## src/hdl/bmpt_pkg.sv

```systemverilog
// ----------------------------------------------------------------------------
// bmpt_pkg
// Types and constants shared by the binomial-mod-prime table block: beat
// payloads, request and status codes, and the modulus with its Barrett factor.
// ----------------------------------------------------------------------------
`default_nettype none

package bmpt_pkg;

    // Width of a residue modulo the prime.
    localparam int MOD_W = 30;

    // The prime modulus.
    localparam logic [MOD_W-1:0] PRIME = 30'd1000000007;

    // Exponent for the Fermat inverse, P-2.
    localparam logic [MOD_W-1:0] INV_EXP = 30'd1000000005;

    // Barrett factor floor(2^60 / P), 31 bits wide.
    localparam logic [63:0] MU_FULL = 64'h1000_0000_0000_0000 / 64'd1000000007;
    localparam logic [30:0] MU      = MU_FULL[30:0];

    // Request type codes.
    localparam logic [1:0] REQ_BUILD = 2'd0;
    localparam logic [1:0] REQ_NCR   = 2'd1;
    localparam logic [1:0] REQ_NPR   = 2'd2;
    localparam logic [1:0] REQ_STARS = 2'd3;

    // Status codes.
    localparam logic [1:0] ST_OK        = 2'd0;
    localparam logic [1:0] ST_RANGE     = 2'd1;
    localparam logic [1:0] ST_NOT_BUILT = 2'd2;

    // Configuration register index of table_top.
    localparam logic REG_TABLE_TOP = 1'b0;

    // Request beat.
    typedef struct packed {
        logic [1:0]  req_type;
        logic [19:0] n_value;
        logic [19:0] r_value;
    } req_t;

    // Response beat.
    typedef struct packed {
        logic [29:0] result_value;
        logic [1:0]  status;
    } rsp_t;

endpackage

`default_nettype wire

```

## src/hdl/bmpt_modmul.sv

```systemverilog
// ----------------------------------------------------------------------------
// bmpt_modmul
// Five-stage pipelined modular multiplier: a*b mod P with Barrett reduction.
// ----------------------------------------------------------------------------
`default_nettype none

module bmpt_modmul (
    input  wire logic                      clk,
    input  wire logic                      rst_n,
    input  wire logic                      go,
    input  wire logic [bmpt_pkg::MOD_W-1:0] op_a,
    input  wire logic [bmpt_pkg::MOD_W-1:0] op_b,
    output logic                           done,
    output logic [bmpt_pkg::MOD_W-1:0]      product
);

    logic [4:0]  vld_reg;
    logic [59:0] prod_reg;
    logic [61:0] q2_reg;
    logic [31:0] x2_reg;
    logic [31:0] x3_reg;
    logic [31:0] qp_reg;
    logic [31:0] r_reg;
    logic [29:0] out_reg;
    logic [30:0] q3;
    logic [61:0] qp_full;
    logic [31:0] p32;

    assign p32     = {2'b00, bmpt_pkg::PRIME};
    assign q3      = q2_reg[61:31];
    assign qp_full = q3 * {1'b0, bmpt_pkg::PRIME};

    // Valid bits travel alongside the data.
    always_ff @(posedge clk or negedge rst_n)
    begin
        if (!rst_n)
        begin
            vld_reg <= '0;
        end
        else
        begin
            vld_reg <= {vld_reg[3:0], go};
        end
    end

    // Datapath stages: product, quotient estimate, q*P, remainder, correction.
    always_ff @(posedge clk)
    begin
        prod_reg <= op_a * op_b;
        q2_reg   <= prod_reg[59:29] * bmpt_pkg::MU;
        x2_reg   <= prod_reg[31:0];
        x3_reg   <= x2_reg;
        qp_reg   <= qp_full[31:0];
        r_reg    <= x3_reg - qp_reg;
        // The remainder is below three times P here.
        if (r_reg >= {p32[30:0], 1'b0})
        begin
            out_reg <= 30'(r_reg - {p32[30:0], 1'b0});
        end
        else if (r_reg >= p32)
        begin
            out_reg <= 30'(r_reg - p32);
        end
        else
        begin
            out_reg <= r_reg[29:0];
        end
    end

    assign done    = vld_reg[4];
    assign product = out_reg;

endmodule

`default_nettype wire

```

## config.mk

```make
export PLATFORM = sky130hd
export DESIGN_NAME = bmpt_modmul
export DESIGN_NICKNAME = d
export VERILOG_FILES = /design/src/hdl/bmpt_pkg.sv /design/src/hdl/bmpt_modmul.sv
export SDC_FILE = /design/constraint.sdc
export NUM_CORES = 2
export LEC_CHECK = 0
export ABC_AREA = 1
export BUFFER_PORTS_ARGS = -buffer_cell sky130_fd_sc_hd__buf_2
export CORE_ASPECT_RATIO = 0.8
export CORE_MARGIN = 1.5
export CORE_UTILIZATION = 40
export CTS_CLUSTER_SIZE = 8
export DETAILED_ROUTE_END_ITERATION = 10
export SYNTH_ARGS = -nofsm -noshare
export SYNTH_HDL_FRONTEND = slang
export SYNTH_SLANG_ARGS = --single-unit
```

## constraint.sdc

```tcl
create_clock -name clk -period 8.1 [get_ports clk]
set_input_delay 2.025 -clock clk [delete_from_list [all_inputs] [get_ports clk]]
set_output_delay 2.025 -clock clk [all_outputs]
set_load 0.05 [all_outputs]
```

==> results.py <==
metrics = {
    "timing": {
        "tightest_slew_ns": 1.12,
        "slew_viol_final": 0,
        "period_share_pct": 98.0,
        "skew_ns": 0.0255,
        "hold_violations": 0,
        "setup_slack_ns": 0.161,
        "fmax_ghz": 0.126,
        "setup_viol": 0,
        "slew-limit-headroom_pct": 25.1,
        "min_period_ns": 7.94,
    },
    "floorplanning": {
        "io_pins": 94,
        "fp.dieW_um": 448,
        "dieArea_um2": 161000,
        "coreArea_um2": 157000,
        "floorplan.die.height_um": 359,
        "initial_core_util_pct": 40.3,
        "rows": 130,
    },
    "place": {
        "dp_hpwl_mm": 176,
        "pre_cts_ws_ns": -0.834,
        "gp_congestion": 0.990,
        "io_buffers": 93,
        "dpl-instance-area_um2": 69100,
    },
    "cells_and_area": {
        "largest_reg_flops": 60,
        "final_layout_size_suffix_gt1_share_pct": 8.08,
        "final_net_count": 10400,
        "postLayoutCellArea_um2": 70600,
        "areaGrowthSynthToFinish_pct": 11.6,
        "fill_cells": 15700,
    },
    "global_routing": {
        "grtUsageTotal_pct": 24.9,
        "antenna_found_initial": 9,
        "use_met3_pct": 4.23,
        "grt_first_pass_wirelength_mm": 308,
        "busiest_layer": "met2",
        "grt_start_max_net_pins": 43,
        "gr-usage-met2_pct": 37.6,
        "grt_use_met1_pct": 37.5,
        "overflow": 0,
        "grt_pass1_vias": 52900,
    },
    "clocking": {
        "htree_levels": 2,
        "hold_buffers": 0,
        "clk_path_buf_depth": 3,
        "root_buffer": "clkbuf_16",
        "cts_tree": "built",
        "clock_sink_count": 254,
        "cts_buffers": 40,
        "clkTransAtPathRegs_ns": 0.05,
        "clk_latency_ns": 0.58,
    },
    "setup_path": {
        "critical_path_class": "in2reg",
        "start_kind": "input pin",
        "crit_fanout": 10,
        "crit_path_end_kind": "flop",
        "required_ns": 8.60,
        "worst-endpoint-arrival_ns": 8.44,
        "rrSetupSlack_ns": 1.40,
    },
    "drt": {
        "routed_wl_mm": 195,
        "drt-initial-drc-count": 4132,
        "num_vias": 50700,
        "postRouteAntennaNets": 0,
        "route.detailed.drc": 0,
        "drt-vias-per-instance": 4.86,
        "dr.pass1.iters": 8,
        "routedWlPerCell_um": 18.7,
    },
    "yosys": {
        "synthCells": 7947,
        "yosys.area.top_type_share_pct": 38.7,
        "synth_cell_type_count": 45,
        "synth_enable_flop_cells": 0,
        "ys_seq_elements": 254,
        "syn-num-nets": 10000,
        "synthTopCellsByArea": "fa_1 (39%), ha_1 (16%), inv_1 (14%)",
        "syn_area_per_cell_um2": 7.96,
        "ys_seq_area_share_pct": 8.08,
        "ys_async_sr_fraction_pct": 1.97,
        "syn_area_um2": 63300,
        "yosysTopAreaCell": "fa_1",
        "synthFlopType": "dfxtp_1",
        "ys_warn_count": 0,
    },
    "flow_run": {
        "cap_viol_max_count": 0,
    },
    "worst_hold_path": {
        "min-delay-path-class": "reg2reg",
    },
    "run_status": {
        "status": "completed",
    },
}
## layout make-up
cell class | instances | area (um2) | area share, %
antenna | 2 | 5.00 | 0.00709
clock buffer | 46 | 1060 | 1.51
clock inverter | 7 | 91.3 | 0.129
inverter | 2364 | 8870 | 12.6
multi-input combinational | 5123 | 48700 | 69.0
sequential | 254 | 5110 | 7.24
tap | 2112 | 2640 | 3.74
timing repair buffer | 520 | 4100 | 5.80
## critical path: stages
cell      delay [ns]
clkbuf_4        0.19
buf_4           0.19
buf_4           0.18
nand2_1         0.07
inv_1           0.05
fa_1            0.50
inv_1           0.06
fa_1            0.48
inv_1           0.06
fa_1            0.48
fa_1            0.57
fa_1            0.43
fa_1            0.46
fa_1            0.55
inv_1           0.07
fa_1            0.47
inv_1           0.06
ha_4            0.29
nand2_1         0.10
nor2_1          0.11
nor2_1          0.07
buf_4           0.13
o21ai_0         0.42
a21oi_1         0.15
nand3_1         0.13
xor2_1          0.14
## metal layers
layer	wire length (um)	vias to the layer above
li1	-	23800
met1	93900	25100
met2	82800	1608
met3	15400	187
met4	3290	8
met5	51	-
## placed cells by master (no fill, tap or decap), types with 21 or more instances in the layout
master,count
nand3_1,212
fa_1,1218
nor3_1,24
ha_1,786
a31oi_1,21
buf_2,72
a21o_1,24
buf_4,402
inv_1,2353
xor2_1,121
o21bai_1,31
nor2_2,23
nor2_1,374
o21ai_1,29
buf_12,29
xnor2_1,35
dfxtp_1,249
a21oi_1,237
clkbuf_16,40
nand4_1,32
o21ai_0,151
nand2_1,1687
## Yosys cell counts, types with 3 or more instances
master and instances:
buf_2 14, nor2_2 9, o21ai_0 167, dfrtp_1 5, a31oi_1 21, a21oi_1 247, dfxtp_1 249, buf_4 7
inv_1 2353, xor2_1 125, ha_1 796, nand2_1 1690, a21boi_0 10, and3_1 3, fa_1 1224, nand3_2 4
nand2_2 3, buf_6 4, nand4_1 32, inv_2 11, nor4_1 7, o211ai_1 7, o21ai_1 17, clkbuf_1 181
xnor2_1 37, a21o_1 24, nor3_1 28, nor2_1 391, o21bai_1 32, nand3_1 215, nand3b_1 10, o21a_1 5
## final timing paths
path / from / end / cells after the start
worst min-delay path: x2_reg[4]$_DFF_P_ / x3_reg[4]$_DFF_P_ / 0
worst max-delay path: op_a[11] / prod_reg[45]$_DFF_P_ / 26
min in group asynchronous: rst_n / vld_reg[4]$_DFF_PN0_ / 1
max in group asynchronous: rst_n / vld_reg[0]$_DFF_PN0_ / 1
worst max register to register: prod_reg[56]$_DFF_P_ / q2_reg[46]$_DFF_P_ / 21
worst min register to register: x2_reg[4]$_DFF_P_ / x3_reg[4]$_DFF_P_ / 0
## cell families (layout without fill, tap and decap cells)
family / count (synthesis) / count (layout) / share of synthesized area (%)
adders and majority gates: 2020 / 2020 / 54.5
DFF: 254 / 254 / 8.08
xor gates and xnor gates: 162 / 162 / 2.24
and+or+nand+nor: 2404 / 2404 / 15.2
AOI/OAI and AO/OA: 537 / 537 / 4.67
other: 0 / 2 / 0
buffers and inverters: 2570 / 2937 / 15.4
## what timing repair did
action                                  4_1_cts  5_1_grt
pin swaps                                     0        6
endpoints found under the setup margin       11       41
setup buffers                                 0        1
resized for setup                            13       98
## stage by stage
stage | instances | hold slack (ns) | setup TNS [ns] | util, %
after floorplan | 7947 | 0.310 | 0 | -
after global placement | 10400 | 0.311 | -21.92 | 44.0
after detailed placement | 10400 | 0.312 | -23.27 | 44.0
after CTS | 10400 | 0.311 | 0 | 44.8
after global routing | 10400 | 0.310 | -0.0195 | 45.0
final | 10400 | 0.307 | 0 | 45.0
Power is left out: the tool's default activity adds up to more than one toggle a clock period on the data nets, which glitch-free logic cannot reach.
